`config.mk`:
```
export PLATFORM = sky130hd
export DESIGN_NAME = annexb_nal_unit_splitter
export DESIGN_NICKNAME = d
export VERILOG_FILES = /design/src/rtl/annexb_pkg.sv /design/src/rtl/annexb_fifo.sv /design/src/rtl/annexb_scan.sv /design/src/rtl/annexb_nal_unit_splitter.sv
export VERILOG_INCLUDE_DIRS = /design/src /design/src/rtl
export SDC_FILE = /design/constraint.sdc
export NUM_CORES = 1
export LEC_CHECK = 0
export BUFFER_PORTS_ARGS = -buffer_cell sky130_fd_sc_hd__buf_2
export CAP_MARGIN = 20
export CORE_UTILIZATION = 61
export DETAILED_ROUTE_END_ITERATION = 8
export PLACE_DENSITY = 0.9
export SYNTH_ARGS = -nofsm -noshare
export SYNTH_HDL_FRONTEND = slang
export SYNTH_SLANG_ARGS = --single-unit
```
`constraint.sdc`:
```
create_clock -name clk -period 9.45 [get_ports clk]
set_input_delay 0.945 -clock clk [delete_from_list [all_inputs] [get_ports clk]]
set_output_delay 0.945 -clock clk [all_outputs]
set_load 0.05 [all_outputs]
```
`src/rtl/annexb_nal_unit_splitter_macros.svh`:
```
// Assertion macros for the Annex B NAL unit splitter.
// Used by the top level only; expects clk and rst_n in scope.
`ifndef ANNEXB_NAL_UNIT_SPLITTER_MACROS_SVH
`define ANNEXB_NAL_UNIT_SPLITTER_MACROS_SVH

// antecedent implies consequent in the same cycle
`define ANB_ASSERT_SAME(lbl, ante, cons, msg) \
  lbl: assert property (@(posedge clk) disable iff (!rst_n) (ante) |-> (cons)) \
    else $error(msg);

// antecedent implies consequent in the next cycle
`define ANB_ASSERT_NEXT(lbl, ante, cons, msg) \
  lbl: assert property (@(posedge clk) disable iff (!rst_n) (ante) |=> (cons)) \
    else $error(msg);

`endif

```
`src/rtl/annexb_pkg.sv`:
```
// Shared types, codes and header classification for the Annex B splitter.
// No dependencies; imported by every module of the block.
package annexb_pkg;

  localparam int UNIT_LIMIT_DEF    = 16;
  localparam int POSITION_BITS_DEF = 24;
  localparam int FIFO_DEPTH        = 4;

  localparam logic [1:0] CODEC_H264 = 2'd0;
  localparam logic [1:0] CODEC_H265 = 2'd1;

  typedef logic [2:0] cls_t;

  localparam cls_t CLS_UNKNOWN = 3'd0;
  localparam cls_t CLS_VPS     = 3'd1;
  localparam cls_t CLS_SPS     = 3'd2;
  localparam cls_t CLS_PPS     = 3'd3;
  localparam cls_t CLS_SEI     = 3'd4;

  localparam logic [7:0] H264_TYPE_MASK = 8'h1F;
  localparam logic [7:0] H265_TYPE_MASK = 8'h7E;
  localparam logic [7:0] SC_ZERO        = 8'h00;
  localparam logic [7:0] SC_ONE         = 8'h01;

  localparam logic [5:0] H264_SEI  = 6'd6;
  localparam logic [5:0] H264_SPS  = 6'd7;
  localparam logic [5:0] H264_PPS  = 6'd8;
  localparam logic [5:0] H265_VPS  = 6'd32;
  localparam logic [5:0] H265_SPS  = 6'd33;
  localparam logic [5:0] H265_PPS  = 6'd34;
  localparam logic [5:0] H265_SEIP = 6'd39;
  localparam logic [5:0] H265_SEIS = 6'd40;

  typedef struct packed {
    logic wr_a;
    logic wr_b;
  } push_t;

  function automatic cls_t classify(input logic [1:0] codec, input logic [7:0] hdr);
    logic [5:0] t;
    cls_t       cls;
    cls = CLS_UNKNOWN;
    if (codec == CODEC_H264) begin
      t = 6'(hdr & H264_TYPE_MASK);
      case (t)
        H264_SPS: cls = CLS_SPS;
        H264_PPS: cls = CLS_PPS;
        H264_SEI: cls = CLS_SEI;
        default:  cls = CLS_UNKNOWN;
      endcase
    end else begin
      t = 6'((hdr & H265_TYPE_MASK) >> 1);
      case (t)
        H265_VPS:  cls = CLS_VPS;
        H265_SPS:  cls = CLS_SPS;
        H265_PPS:  cls = CLS_PPS;
        H265_SEIP: cls = CLS_SEI;
        H265_SEIS: cls = CLS_SEI;
        default:   cls = CLS_UNKNOWN;
      endcase
    end
    return cls;
  endfunction

endpackage

```
`src/rtl/annexb_fifo.sv`:
```
// Result queue: takes up to two records a cycle, returns one a cycle.
// Depends on annexb_pkg for the push request type.
module annexb_fifo #(
  parameter int DEPTH  = 4,
  parameter int DATA_W = 8
) (
  input  logic                 clk,
  input  logic                 rst_n,
  input  annexb_pkg::push_t    push,
  input  logic [DATA_W-1:0]    wr_a_data,
  input  logic [DATA_W-1:0]    wr_b_data,
  input  logic                 rd_en,
  output logic [DATA_W-1:0]    rd_data,
  output logic                 not_empty,
  output logic                 room
);
  import annexb_pkg::*;

  localparam int PW = (DEPTH > 1) ? $clog2(DEPTH) : 1;
  localparam int CW = $clog2(DEPTH + 1);

  logic [DATA_W-1:0] mem_r [DEPTH];
  logic [PW-1:0]     wr_ptr_r, wr_ptr_nxt, rd_ptr_r, rd_ptr_nxt, wr_ptr_b;
  logic [CW-1:0]     cnt_r, cnt_nxt;
  logic              pop;

  assign not_empty = (cnt_r != '0);
  assign room      = (cnt_r <= CW'(DEPTH - 2));
  assign pop       = rd_en && not_empty;
  assign rd_data   = mem_r[rd_ptr_r];
  assign wr_ptr_b  = PW'(wr_ptr_r + PW'(1));

  always_comb begin
    wr_ptr_nxt = PW'(wr_ptr_r + PW'(push.wr_a) + PW'(push.wr_b));
    rd_ptr_nxt = PW'(rd_ptr_r + PW'(pop));
    cnt_nxt    = CW'(cnt_r + CW'(push.wr_a) + CW'(push.wr_b) - CW'(pop));
  end

  always_ff @(posedge clk) begin
    if (!rst_n) begin
      wr_ptr_r <= '0;
      rd_ptr_r <= '0;
      cnt_r    <= '0;
    end else begin
      wr_ptr_r <= wr_ptr_nxt;
      rd_ptr_r <= rd_ptr_nxt;
      cnt_r    <= cnt_nxt;
    end
  end

  always_ff @(posedge clk) begin
    if (push.wr_a) begin
      mem_r[wr_ptr_r] <= wr_a_data;
    end
    if (push.wr_b) begin
      mem_r[wr_ptr_b] <= wr_b_data;
    end
  end

endmodule

```
`src/rtl/annexb_scan.sv`:
```
// Start code scanner and unit tracker: one byte per cycle while item_valid is high, up to two records out.
// Depends on annexb_pkg for classification, codes and the push request type.
module annexb_scan #(
  parameter int UNIT_LIMIT    = 16,
  parameter int POSITION_BITS = 24,
  parameter int REC_W         = 15 + 2 * POSITION_BITS
) (
  input  logic              clk,
  input  logic              rst_n,
  input  logic              cfg_wr_en,
  input  logic [1:0]        cfg_wr_data,
  input  logic              item_valid,
  input  logic [7:0]        item_byte,
  input  logic              item_end,
  output annexb_pkg::push_t push,
  output logic [REC_W-1:0]  rec_a,
  output logic [REC_W-1:0]  rec_b
);
  import annexb_pkg::*;

  localparam int P     = POSITION_BITS;
  localparam int CNT_W = ($clog2(UNIT_LIMIT + 1) > 5) ? $clog2(UNIT_LIMIT + 1) : 5;

  function automatic logic [REC_W-1:0] pack_rec(
    input logic valid, input cls_t cls, input logic [P-1:0] off,
    input logic [P-1:0] size, input logic [CNT_W-1:0] idx,
    input logic [CNT_W-1:0] cnt, input logic trunc, input logic last
  );
    return {last, trunc, cnt[4:0], idx[3:0], size, off, cls, valid};
  endfunction

  logic [1:0]       codec_r;
  logic [23:0]      win_r, win_nxt;
  logic [1:0]       fill_r, fill_nxt;
  logic [P-1:0]     pos_r, pos_nxt;
  logic             open_r, open_nxt;
  logic [P-1:0]     off_r, off_nxt;
  logic             len4_r, len4_nxt;
  logic [1:0]       skip_r, skip_nxt;
  cls_t             cls_r, cls_nxt;
  logic [CNT_W-1:0] found_r, found_nxt;
  logic             lim_r, lim_nxt;

  logic             sup, start, sc_len4, drop;
  logic [7:0]       b0, b1, b2;
  logic [P-1:0]     p_sc, endpos, len_old, len_new;
  logic [CNT_W-1:0] newcnt;
  logic [REC_W-1:0] end_rec;

  always_comb begin
    win_nxt   = win_r;
    fill_nxt  = fill_r;
    pos_nxt   = pos_r;
    open_nxt  = open_r;
    off_nxt   = off_r;
    len4_nxt  = len4_r;
    skip_nxt  = skip_r;
    cls_nxt   = cls_r;
    found_nxt = found_r;
    lim_nxt   = lim_r;
    push      = '0;
    rec_a     = '0;
    rec_b     = '0;
    sup       = (codec_r <= CODEC_H265);
    start     = 1'b0;
    b0        = win_r[23:16];
    b1        = win_r[15:8];
    b2        = win_r[7:0];
    sc_len4   = (b2 != SC_ONE);
    p_sc      = P'(pos_r - P'(3));
    endpos    = P'(pos_r + P'(1));
    len_old   = len4_r ? P'(4) : P'(3);
    newcnt    = CNT_W'(found_r + CNT_W'(open_r));
    drop      = (newcnt >= CNT_W'(UNIT_LIMIT));
    len_new   = '0;
    end_rec   = '0;

    if (item_valid) begin
      if (sup) begin
        if (skip_r != 2'd0) begin
          if (skip_r == 2'd3 && open_r && len4_r) begin
            cls_nxt = classify(codec_r, item_byte);
          end
          skip_nxt = skip_r - 2'd1;
        end else if (fill_r == 2'd3) begin
          if (b0 == SC_ZERO && b1 == SC_ZERO &&
              (b2 == SC_ONE || (b2 == SC_ZERO && item_byte == SC_ONE))) begin
            start = 1'b1;
          end
        end
      end else if (skip_r != 2'd0) begin
        skip_nxt = skip_r - 2'd1;
      end

      if (start) begin
        if (drop) begin
          lim_nxt = 1'b1;
        end
        if (open_r) begin
          push.wr_a = 1'b1;
          rec_a     = pack_rec(1'b1, cls_r, off_r, P'(p_sc - off_r - len_old),
                               found_r, newcnt, lim_nxt, 1'b0);
          found_nxt = newcnt;
        end
        skip_nxt = sc_len4 ? 2'd3 : 2'd2;
        if (drop) begin
          open_nxt = 1'b0;
        end else begin
          open_nxt = 1'b1;
          off_nxt  = p_sc;
          len4_nxt = sc_len4;
          cls_nxt  = sc_len4 ? CLS_UNKNOWN : classify(codec_r, item_byte);
        end
      end

      win_nxt  = {win_r[15:0], item_byte};
      fill_nxt = (fill_r == 2'd3) ? 2'd3 : fill_r + 2'd1;
      pos_nxt  = endpos;

      if (item_end) begin
        len_new = len4_nxt ? P'(4) : P'(3);
        if (sup && open_nxt) begin
          end_rec = pack_rec(1'b1, cls_nxt, off_nxt, P'(endpos - off_nxt - len_new),
                             found_nxt, CNT_W'(found_nxt + CNT_W'(1)), lim_nxt, 1'b1);
          if (push.wr_a) begin
            push.wr_b = 1'b1;
            rec_b     = end_rec;
          end else begin
            push.wr_a = 1'b1;
            rec_a     = end_rec;
          end
        end else if (push.wr_a) begin
          rec_a[REC_W-1] = 1'b1;
        end else begin
          push.wr_a = 1'b1;
          rec_a     = pack_rec(1'b0, CLS_UNKNOWN, '0, '0, '0, found_nxt, lim_nxt, 1'b1);
        end
        win_nxt   = '1;
        fill_nxt  = 2'd0;
        pos_nxt   = '0;
        open_nxt  = 1'b0;
        off_nxt   = '0;
        len4_nxt  = 1'b0;
        skip_nxt  = 2'd0;
        cls_nxt   = CLS_UNKNOWN;
        found_nxt = '0;
        lim_nxt   = 1'b0;
      end
    end
  end

  always_ff @(posedge clk) begin
    if (!rst_n) begin
      codec_r <= CODEC_H264;
      win_r   <= '1;
      fill_r  <= 2'd0;
      pos_r   <= '0;
      open_r  <= 1'b0;
      off_r   <= '0;
      len4_r  <= 1'b0;
      skip_r  <= 2'd0;
      cls_r   <= CLS_UNKNOWN;
      found_r <= '0;
      lim_r   <= 1'b0;
    end else begin
      if (cfg_wr_en) begin
        codec_r <= cfg_wr_data;
      end
      win_r   <= win_nxt;
      fill_r  <= fill_nxt;
      pos_r   <= pos_nxt;
      open_r  <= open_nxt;
      off_r   <= off_nxt;
      len4_r  <= len4_nxt;
      skip_r  <= skip_nxt;
      cls_r   <= cls_nxt;
      found_r <= found_nxt;
      lim_r   <= lim_nxt;
    end
  end

endmodule

```
`src/rtl/annexb_nal_unit_splitter.sv`:
```
// Top level of the Annex B NAL unit splitter: input register, scanner, result queue.
// Depends on annexb_pkg, annexb_scan, annexb_fifo and the assertion macro header.
//
//   channel  direction  payload
//   in_      slave      tdata: stream_byte; tlast: buffer_end
//   out_     master     tdata: record_valid..truncated; tlast: last
//   cfg_     write      codec_select
//
// At most one byte is taken per cycle, while in_tready is high; an accepted byte is held
// in the input register and scanned once the queue has room. A byte yields zero, one or
// two records; the queue drains one record a cycle while out_tready is high.
// in_tready drops when a byte is held and the four-entry queue cannot hold two more records.
// rst_n clears all scan state and the queue; codec_select returns to H.264.
`include "annexb_nal_unit_splitter_macros.svh"

module annexb_nal_unit_splitter #(
  parameter int UNIT_LIMIT    = annexb_pkg::UNIT_LIMIT_DEF,
  parameter int POSITION_BITS = annexb_pkg::POSITION_BITS_DEF
) (
  input  logic                          clk,
  input  logic                          rst_n,
  input  logic                          cfg_wr_en,
  input  logic [1:0]                    cfg_wr_data,
  input  logic                          in_tvalid,
  output logic                          in_tready,
  input  logic [7:0]                    in_tdata,   // [7:0] stream_byte
  input  logic                          in_tlast,
  output logic                          out_tvalid,
  input  logic                          out_tready,
  // record_valid, unit_class, unit_offset, unit_size, unit_index, unit_count,
  // truncated, zero padding
  output logic [((14 + 2 * POSITION_BITS + 7) / 8) * 8 - 1:0] out_tdata,
  output logic                          out_tlast
);
  import annexb_pkg::*;

  localparam int REC_W   = 15 + 2 * POSITION_BITS;
  localparam int TDATA_W = ((14 + 2 * POSITION_BITS + 7) / 8) * 8;

  logic              vld_r, vld_nxt;
  logic [7:0]        byte_r;
  logic              end_r;
  logic              room, adv, in_acc;
  push_t             push;
  logic [REC_W-1:0]  rec_a, rec_b, rd_data;

  assign adv       = vld_r && room;
  assign in_tready = !vld_r || room;
  assign in_acc    = in_tvalid && in_tready;
  assign vld_nxt   = in_acc ? 1'b1 : (adv ? 1'b0 : vld_r);

  always_ff @(posedge clk) begin
    if (!rst_n) begin
      vld_r <= 1'b0;
    end else begin
      vld_r <= vld_nxt;
    end
  end

  always_ff @(posedge clk) begin
    if (in_acc) begin
      byte_r <= in_tdata;
      end_r  <= in_tlast;
    end
  end

  annexb_scan #(
    .UNIT_LIMIT    (UNIT_LIMIT),
    .POSITION_BITS (POSITION_BITS),
    .REC_W         (REC_W)
  ) u_scan (
    .clk         (clk),
    .rst_n       (rst_n),
    .cfg_wr_en   (cfg_wr_en),
    .cfg_wr_data (cfg_wr_data),
    .item_valid  (adv),
    .item_byte   (byte_r),
    .item_end    (end_r),
    .push        (push),
    .rec_a       (rec_a),
    .rec_b       (rec_b)
  );

  annexb_fifo #(
    .DEPTH  (FIFO_DEPTH),
    .DATA_W (REC_W)
  ) u_fifo (
    .clk       (clk),
    .rst_n     (rst_n),
    .push      (push),
    .wr_a_data (rec_a),
    .wr_b_data (rec_b),
    .rd_en     (out_tready),
    .rd_data   (rd_data),
    .not_empty (out_tvalid),
    .room      (room)
  );

  assign out_tdata = TDATA_W'(rd_data[REC_W-2:0]);
  assign out_tlast = rd_data[REC_W-1];

  `ANB_ASSERT_SAME(a_push_only_on_item, !adv, push == '0, "record pushed with no byte")
  `ANB_ASSERT_SAME(a_second_after_first, push.wr_b, push.wr_a, "second record without first")
  `ANB_ASSERT_SAME(a_end_gives_last, adv && end_r,
    push.wr_a && (push.wr_b ? rec_b[REC_W-1] : rec_a[REC_W-1]), "buffer end without last")
  `ANB_ASSERT_NEXT(a_stall_holds_item, vld_r && !room, vld_r, "stalled byte lost")

endmodule
```
### Word level (Yosys, flattened, before mapping)

Memory sizes are Yosys's and may differ from the RTL's. A register that Yosys moved wholly into a read port is not among the register bits.
Cells that the tools add are included.

* $lt $le $gt $ge: 3
* equal/unequal tests: 13
* muxes and demuxes: 69
* reduce and logical (&&, ||, !) cells: 22
* add/sub/neg operators: 17

Operators with widths (count)
* $mux 63: 9
* $mux 24: 6
* $mux 62: 2
* $sub 24x24->24: 4
* $eq 6x6->1 const B: 5
* $mux 3: 10
* $mux 1: 28
* $add 24x1->24 const B: 1
* $logic_not 8->1: 3
* $sub 24x2->24 const B: 1
* $mux 5: 4
* $eq 8x1->1 const B: 2
* $mux 2: 8
* $pmux 3 s4: 1
* $eq 5x3->1 const B: 2
* $logic_and 1x1->1: 9
* $pmux 3 s3: 1
* $ne 8x1->1 const B: 1
* $add 2x1->2: 3
* $add 3x1->3: 2
* $reduce_bool 3->1: 2
* $add 5x1->5: 1
* $add 5x1->5 const B: 1
* $eq 5x4->1 const B: 1
* 13 further kinds: 17

* input bits: 16
* output and inout bits: 67
* flip-flop bits (word level): 106
* word-level logic and storage cells: 142
* memories: 1
* bits in writable memories: 252

Memories
* u_fifo.mem_r: depth 4, width 63, read ports 1, clocked after Yosys merged registers in 1, wr ports 2, RTL line annexb_fifo.sv:22 `logic [DATA_W-1:0] mem_r [DEPTH];`

### Depth between registers and ports, before layout

Gate-level depths: netlist of the first run.

* depth in word-level cells: 18
* depth in mapped cells: 22
* mapped depth without buffers: 20

### Cells and area by module

From an unflattened synthesis of the first run, not the netlist that was laid out.

* cells, all modules: 1952
* area total of the unflattened synthesis: 23050.9 sq um

Modules (own cells, without submodules)
* annexb_fifo: times used 1, seq. area each 7707.4 sq um, area an instance 13216.4 sq um, cells each 652
* annexb_scan: times used 1, seq. area each 1781.7 sq um, area an instance 9480.3 sq um, cells each 1282
* annexb_nal_unit_splitter: times used 1, seq. area each 290.3 sq um, area an instance 354.1 sq um, cells each 18

### Least setup slack after synthesis of the first run

No wires, ideal clock.

* path kind: register to register
* start point: reg u_scan.skip_r[0]
* end point: mem u_fifo.mem_r[0][0] in the netlist's numbering, enable pin
* data arrival time: 6.448 ns
* cell stages (with the launch flop): 9
* data required time: 8.873 ns
* path slack: 2.425 ns
* library setup time: 0.577 ns
* period minus slack after synthesis: 7.025 ns
* path buffers: 1
* cell sequence: dfxtp_1 inv_1 ha_1 nor4b_1 and3_1 and4_1 clkbuf_1 o21ai_1 o31ai_1

RTL lines
* start, declared: RTL line annexb_scan.sv:39 `logic [1:0] skip_r, skip_nxt;`
* start signal, assigned: RTL line annexb_scan.sv:175 `skip_r <= skip_nxt;`
* end, declared: RTL line annexb_fifo.sv:22

==> metrics, run 1 <==
run status completed; total setup violations reported at the end of the flow 0; worst setup skew after layout 19.3 ps; share of the synthesized netlist area taken by xor and xnor gates 4.28%; Chip Height 187 um; Worst Hold Margin 484 ps; Initial DRT Pass Iterations 6; number of storage elements in the synthesis netlist 358; summed negative setup slack over all endpoints 0 ps; number of sinks driven by the clock tree 358; hold path start u_scan.win_r[6]; biggest fanout along the worst timing path 12; Register-to-Register Setup Slack 3050 ps; Synth warnings 0; highest attainable clock frequency 156 MHz; part of the cycle the worst path needs 67.7%; Synth Flop Type sky130_fd_sc_hd__edfxtp_1; vias in the first global route 16,900; most frequent cells in the layout sky130_fd_sc_hd__nand2_1 (345), sky130_fd_sc_hd__edfxtp_1 (261), sky130_fd_sc_hd__o21ai_0 (210), sky130_fd_sc_hd__inv_1 (114), sky130_fd_sc_hd__ha_1 (97); CTS tree done; Worst Hold Depth 2; count of nets left with antenna violations after detail routing 0; fraction of final layout cells with drive strength greater than 1 11.9%; fraction of the mapped netlist area in compound gates 15.1%; classification of the worst setup path flip-flop to flip-flop; kind of start point of the critical path flip-flop; combinational family with the most area after synthesis simple AND/OR/NAND/NOR gates; Area growth, synth to finish 9.30%; wire length after detailed routing 62,800 um; synthesized area per cell 9.91 sq um; number of fillers in the final layout 2,398; ratio of routed vias to standard cells 6.83; placer's final routability congestion estimate 0.980; shortest clock period the worst path allows after layout 6400 ps; # IOs 83; insertion delay to the later sink of the worst-skew pair 530 ps; post-DR wirelength/cell 24.2 um; area occupied by multi-input gates 10,200 sq um; post-cts gate resize count 0; static leakage 8.15 nW; Critical Path Sink Type flip-flop; worst reg2reg endpoint u_fifo.mem_r[3][45]; gate count after technology mapping 2,105; mapped cell area 20,900 sq um; Via Count 17,700; worst reg-to-reg path cell count 18; overflow left after global routing 0; first-iteration detailed-routing DRC count 2,695; first-pass GRT wire length 95,700 um; largest net degree at the start of global routing 75; maximum number of buffers from clock root to sink 3; number of unique standard cell types used by synthesis 70; unrepaired setup endpoints after global routing no; actual transition at the worst max-transition pin 1200 ps; worst hold path class flip-flop to flip-flop; CTS H-tree depth 2; CP max-delay cell sky130_fd_sc_hd__mux2i_1; number of buffers inserted by port buffering 80; storage element area 9780 sq um; initial antenna violation count 0; Clk Tree Root Cell sky130_fd_sc_hd__clkbuf_16; Detail Placement HPWL 42,800 um; proportion of synthesized area in mux cells 7.35%; Initial Util 62.0%; Site Rows 67; cell-by-cell listing of the critical path ha_1 -> ha_1 -> nand3_1 -> xnor2_1 -> nor4_4 -> mux2i_1 -> xor2_1 -> ha_1 -> or2_2 -> ha_1 -> a211oi_1 -> o21ai_0 -> a31oi_1 -> o21ai_0 -> a21boi_0 -> nor4bb_1 -> nor3_1 -> o22ai_1; post-layout net count 2,243; CTS hold repair buffers 0; worst rel slew slack 20.0%; final number of max-transition violations 0; most common cell after layout, fill and taps aside sky130_fd_sc_hd__nand2_1; global router's overall resource usage 35.7%; Hold Path Sink u_scan.win_r[14]; clock slew at the register clock pins of the worst setup and hold paths 60 ps; largest vdd supply drop 0.000158 V; maximum single-stage delay on the critical path 680 ps; final hold violation count 0; startpoint of the worst-slack reg-to-reg timing path u_scan.open_r; reported max-cap violation count 0; share of synthesized area occupied by flip-flops and latches 46.9%; cell with the most instances on the worst path sky130_fd_sc_hd__ha_1; total power density per cell area 193 nW/um^2; number of remaining DRC errors 0; area of the core 33,600 sq um; adder-cell area share of the yosys netlist 6.49%; buffers inserted during post-CTS setup optimization 0; ys async rst share 0%; simple-gate share of the synthesized area 15.3%; area of the die 34,900 sq um; number of buffers added by the clock tree synthesis step 36; data arrival time at the worst-slack endpoint 6640 ps; count of flip-flops with a built-in enable after synthesis 261; die span in x 187 um; CP required 9690 ps
cells in the mapped netlist, types with 6 or more instances:
master / instances / area [sq um]
sky130_fd_sc_hd__a211o_1: 6 / 52.6
sky130_fd_sc_hd__a211oi_1: 9 / 67.6
sky130_fd_sc_hd__a21o_1: 19 / 143
sky130_fd_sc_hd__a21oi_1: 81 / 405
sky130_fd_sc_hd__a22oi_1: 26 / 195
sky130_fd_sc_hd__a31oi_1: 12 / 75.1
sky130_fd_sc_hd__and2_1: 31 / 194
sky130_fd_sc_hd__and3_1: 18 / 113
sky130_fd_sc_hd__buf_1: 12 / 45.0
sky130_fd_sc_hd__clkbuf_1: 115 / 432
sky130_fd_sc_hd__dfxtp_1: 97 / 1940
sky130_fd_sc_hd__edfxtp_1: 261 / 7840
sky130_fd_sc_hd__fa_1: 7 / 140
sky130_fd_sc_hd__ha_1: 97 / 1210
sky130_fd_sc_hd__inv_1: 114 / 428
sky130_fd_sc_hd__mux2i_1: 7 / 70.1
sky130_fd_sc_hd__mux4_2: 63 / 1420
sky130_fd_sc_hd__nand2_1: 345 / 1290
sky130_fd_sc_hd__nand2b_1: 12 / 75.1
sky130_fd_sc_hd__nand3_1: 63 / 315
sky130_fd_sc_hd__nand4_1: 12 / 75.1
sky130_fd_sc_hd__nor2_1: 89 / 334
sky130_fd_sc_hd__nor2b_1: 40 / 250
sky130_fd_sc_hd__nor3_1: 32 / 160
sky130_fd_sc_hd__nor4_1: 13 / 81.3
sky130_fd_sc_hd__o211ai_1: 10 / 75.1
sky130_fd_sc_hd__o21a_1: 10 / 75.1
sky130_fd_sc_hd__o21ai_0: 210 / 1050
sky130_fd_sc_hd__o21ai_1: 23 / 115
sky130_fd_sc_hd__o21bai_1: 7 / 52.6
sky130_fd_sc_hd__o22ai_1: 67 / 419
sky130_fd_sc_hd__o31ai_1: 8 / 60.1
sky130_fd_sc_hd__o32ai_1: 9 / 78.8
sky130_fd_sc_hd__or3_1: 14 / 87.6
sky130_fd_sc_hd__xnor2_1: 57 / 499
sky130_fd_sc_hd__xor2_1: 40 / 350
area by class of cell:
type                            count  share of cell area, %
Inverter                          114                   1.88
Clock buffer                       49                   4.48
Sequential cell                   358                   42.9
Timing Repair Buffer              114                   2.88
Clock inverter                     13                  0.549
Multi-Input combinational cell   1499                   44.8
Antenna cell                        1                 0.0110
Tap cell                          448                   2.46
layer usage:
metal / up-vias / share of wire [%] / wire, um / track usage [%]
li1: 7686 / - / - / -
met1: 8325 / 37 / 23300 / 47.7
met2: 1436 / 45 / 28500 / 56.4
met3: 274 / 13 / 7990 / 7.09
met4: 0 / 4.9 / 3080 / 16.4
met5: - / 0 / 0 / 0
worst max-delay path by stage:
stage	slack (ps)	to	start
3_5_place_dp	3280	u_fifo.mem_r[3][45]	u_scan.open_r
2_1_floorplan	2420	u_fifo.mem_r[0][0]	u_scan.skip_r[0]
6_report	3050	u_fifo.mem_r[3][45]	u_scan.open_r
3_3_place_gp	3550	u_fifo.mem_r[3][45]	u_scan.open_r
5_1_grt	2700	u_fifo.mem_r[3][45]	u_scan.open_r
4_1_cts	3240	u_fifo.mem_r[3][45]	u_scan.open_r
worst max-delay path: cells and delay by family (launching register included):
family	cells	cell delay, ps
AO/OA/AOI/OAI	6	1740
XOR/XNOR	2	440
adder cells (fa/ha/maj)	4	1190
flip-flops	1	510
multiplexers	1	680
AND/OR/NAND/NOR	5	1560
cells by family (layout without fill, tap and decap cells):
kind of cell             after synthesis  in the layout
buffers and inverters                249            290
adder cells (fa/ha/maj)              104            104
AO/OA/AOI/OAI                        528            528
flip-flops                           358            358
XOR/XNOR                              99             99
AND/OR/NAND/NOR                      693            693
multiplexers                          73             73
other                                  1              3
stage by stage:
stage | power (mW) | instances | instance area (sq um) | setup slack [ps] | utilization (%)
after floorplan | 2.72 | 2106 | 20900 | 2420 | -
after global placement | 2.97 | 2533 | 21600 | 3550 | 64.4
after detailed placement | 2.99 | 2533 | 21600 | 3280 | 64.4
after CTS | 4.38 | 2595 | 22800 | 3240 | 67.8
after global routing | 4.51 | 2595 | 22800 | 2700 | 67.8
final | 4.40 | 2596 | 22800 | 3050 | 67.8
sequential cells by signal, indices dropped and copies added (netlist names), 3 cells and up:
register,flops
u_fifo.mem_r,252
u_scan.off_r,24
u_scan.pos_r,24
u_scan.win_r,24
byte_r,8
u_scan.found_r,5
u_fifo.cnt_r,3
u_scan.cls_r,3
power breakdown:
group          leakage, nW  total, mW  switching, mW  internal [mW]
Clock                0.556       1.42          0.603          0.814
Sequential            3.01       1.82         0.0724           1.74
Combinational         4.59       1.16          0.808          0.356
No activity file was read; power rests on OpenSTA's default activity.
==> run 2, diff against run 1 <==
--- a/config.mk
+++ b/config.mk
@@ -8,9 +8,9 @@
 export LEC_CHECK = 0
 export BUFFER_PORTS_ARGS = -buffer_cell sky130_fd_sc_hd__buf_2
 export CAP_MARGIN = 20
-export CORE_UTILIZATION = 61
+export CORE_UTILIZATION = 57
 export DETAILED_ROUTE_END_ITERATION = 8
-export PLACE_DENSITY = 0.9
+export PLACE_DENSITY = 0.88
 export SYNTH_ARGS = -nofsm -noshare
 export SYNTH_HDL_FRONTEND = slang
 export SYNTH_SLANG_ARGS = --single-unit
==> constraint.sdc (replaced) <==
create_clock -name clk -period 5.7 [get_ports clk]
set_input_delay 0.57 -clock clk [delete_from_list [all_inputs] [get_ports clk]]
set_output_delay 0.57 -clock clk [all_outputs]
set_load 0.05 [all_outputs]
==> metrics, run 2 (synthesis gave the netlist of run 1 again) <==
CP endpoint u_fifo.mem_r[3][51]; run status finished, violations left; largest net degree at the start of global routing 74 (-1.3%); sequential cell fraction of total power 42.4% (+1.1 points); worst reg2reg endpoint u_fifo.mem_r[3][51]; Most flops, register u_fifo.mem_r; CP bufs+invs 1 (+1); # IOs 83 (unchanged); post-DR wirelength/cell 23.5 um (-2.8%); Logic pwr share 26.2% (-0.3 points); final hold violation count 0 (unchanged); number of fillers in the final layout 2,700 (+13%); Non-Filler Instances 2,621 (+0.96%); number of buffers inserted by port buffering 80 (unchanged); share of total power consumed by net switching 34.3% (+0.61 points); fraction of final layout cells with drive strength greater than 1 12.4% (+0.44 points); clock slew at the register clock pins of the worst setup and hold paths 70 ps (about the same); CTS H-tree depth 2 (unchanged); worst setup skew after layout 24.7 ps (+5.36 ps); total net switching power 2.48 mW (+67%); cell-by-cell listing of the critical path ha_1 -> or3_1 -> or2_2 -> nand2b_1 -> nor3_1 -> xnor2_1 -> o21ai_1 -> ha_1 -> inv_1 -> ha_1 -> a21oi_1 -> o21bai_1 -> a2111oi_0 -> o32ai_1 -> a21o_1 -> a31oi_1 -> xnor2_1 -> o32ai_1; reported max-cap violation count 0 (unchanged); part of the cycle the worst path needs 92.4% (+25 points); global router's overall resource usage 32.7% (-3.0 points); data arrival time at the worst-slack endpoint 5520 ps (-1120 ps); CP required 5950 ps (-3740 ps); number of remaining DRC errors 7 (+7); Clk Tree Root Cell sky130_fd_sc_hd__clkbuf_16; area of the die 37,400 sq um (+6.9%); shortest clock period the worst path allows after layout 5270 ps (-1130 ps); Initial Util 58.2% (-3.8 points); CTS tree done; classification of the worst setup path flip-flop to flip-flop; Area growth, synth to finish 9.52%; number of sinks driven by the clock tree 358 (unchanged); wire length after detailed routing 61,700 um (-1.8%); final number of max-transition violations 0 (unchanged); biggest fanout along the worst timing path 8 (-4); CP max-delay cell sky130_fd_sc_hd__a2111oi_0; most frequent cells in the layout sky130_fd_sc_hd__nand2_1 (345), sky130_fd_sc_hd__edfxtp_1 (261), sky130_fd_sc_hd__o21ai_0 (209), sky130_fd_sc_hd__inv_1 (114), sky130_fd_sc_hd__ha_1 (97); first-iteration detailed-routing DRC count 2,535 (-5.9%); failing checks design-rule violations; Largest register FFs 252 (unchanged); maximum number of buffers from clock root to sink 3 (unchanged); total setup violations reported at the end of the flow 0 (unchanged); highest attainable clock frequency 190 MHz (+22%); Site Rows 69 (+3.0%); Worst Hold Margin 217 ps (-267 ps); overflow left after global routing 0 (unchanged); maximum single-stage delay on the critical path 440 ps (-240 ps); Register-to-Register Setup Slack 430 ps (-2620 ps); initial antenna violation count 1 (+1); kind of start point of the critical path flip-flop; worst rel slew slack 24.0% (+4.0 points); area of the core 35,800 sq um (+6.6%); total inserted antenna cells 0 (-1); placer's final routability congestion estimate 0.990 (+1.0%); part of the power in the clock network 31.4% (-0.8 points); first-pass GRT wire length 94,800 um (-0.90%); static leakage 8.19 nW (+0.49%); crit-path leading delay family compound AO/OA/AOI/OAI gates; internal power summed over all cells 4.74 mW (+63%); Worst Hold Depth 1 (-1); cell with the most instances on the worst path sky130_fd_sc_hd__ha_1; insertion delay to the later sink of the worst-skew pair 540 ps (about the same); worst reg-to-reg path cell count 18 (unchanged); number of buffers added by the clock tree synthesis step 36 (unchanged); largest vdd supply drop 0.000199 V (+26%); Chip Height 193 um (+3.4%); Critical Path Sink Type flip-flop; start point of the critical path u_scan.pos_r[0]; unrepaired setup endpoints after global routing no; total power density per cell area 316 nW/um^2 (+64%); Detail Placement HPWL 41,500 um (-3.1%); CTS hold repair buffers 0 (unchanged); Via Count 17,500 (-1.2%); startpoint of the worst-slack reg-to-reg timing path u_scan.pos_r[0]; ratio of routed vias to standard cells 6.68 (-2.2%); most common cell after layout, fill and taps aside sky130_fd_sc_hd__nand2_1; Critical Path Stages 18 (unchanged); count of nets left with antenna violations after detail routing 0 (unchanged); total instance count after detailed placement 2,555 (+0.87%); worst hold path class input port to flip-flop; post-layout net count 2,252 (+0.40%); actual transition at the worst max-transition pin 1140 ps (-56.0 ps); vias in the first global route 17,100 (+0.65%); Initial DRT Pass Iterations 9 (+3); die span in x 193 um (+3.4%)
run 2: final cells by class:
class | instances | area [sq um] | area share (%)
clock buffers | 53 | 1030 | 4.49
clock inverters | 13 | 76.3 | 0.334
inverters | 114 | 428 | 1.87
multi-input cells | 1499 | 10200 | 44.7
flip-flops and latches | 358 | 9780 | 42.8
well taps | 461 | 577 | 2.53
repair buffers | 123 | 748 | 3.28
run 2: per-layer routing:
metal  vias to the layer above  GRT usage, %  routed length, um
met5                         -             0                 13
met4                         2          15.1               2710
met3                       209          7.25               7400
met2                      1305          52.2              28100
met1                      8272          42.6              23500
li1                       7716             -                  -
run 2: worst min-delay path by stage:
stage | start | to | slack (ps)
CTS | in_tdata[1] | byte_r[1] | 200
global placement | u_scan.lim_r | u_scan.lim_r | 450
finish | in_tdata[1] | byte_r[1] | 220
detailed placement | u_scan.lim_r | u_scan.lim_r | 450
global route | in_tdata[1] | byte_r[1] | 200
floorplan | u_scan.lim_r | u_scan.lim_r | 440
run 2: repair_timing:
item	in CTS	in global routing
endpoints found under the setup margin	0	5
gates resized for setup	0	2
setup buffers	0	0
run 2: metrics by stage:
step / util [%] / setup TNS [ps] / worst slack, ps / total power, mW / cell area (sq um)
final: 63.8 / 0 / 434 / 7.22 / 22800
after global routing: 63.8 / 0 / 138 / 7.42 / 22800
after CTS: 63.8 / 0 / 415 / 7.20 / 22800
after detailed placement: 60.7 / 0 / 449 / 4.98 / 21700
after global placement: 60.7 / 0 / 585 / 4.95 / 21700
after floorplan: - / -167000 / -1330 / 4.50 / 20900
run 2: power by group through the flow:
stage | Clock [mW] | Sequential, mW | Combinational, mW
6_report | 2.26 | 3.06 | 1.89
5_1_grt | 2.36 | 3.08 | 1.97
4_1_cts | 2.26 | 3.06 | 1.88
3_5_place_dp | 0 | 3.12 | 1.87
3_3_place_gp | 0 | 3.11 | 1.84
2_1_floorplan | 0 | 3.00 | 1.51
run 2: worst register-to-register path: cells and delay by family, from the launching register on:
kind	cells	cell delay, ps
XOR/XNOR	2	410
AND/OR/NAND/NOR	4	1230
adder cells (fa/ha/maj)	3	980
AO/OA/AOI/OAI	8	1920
buffers and inverters	1	70
flip-flops	1	390
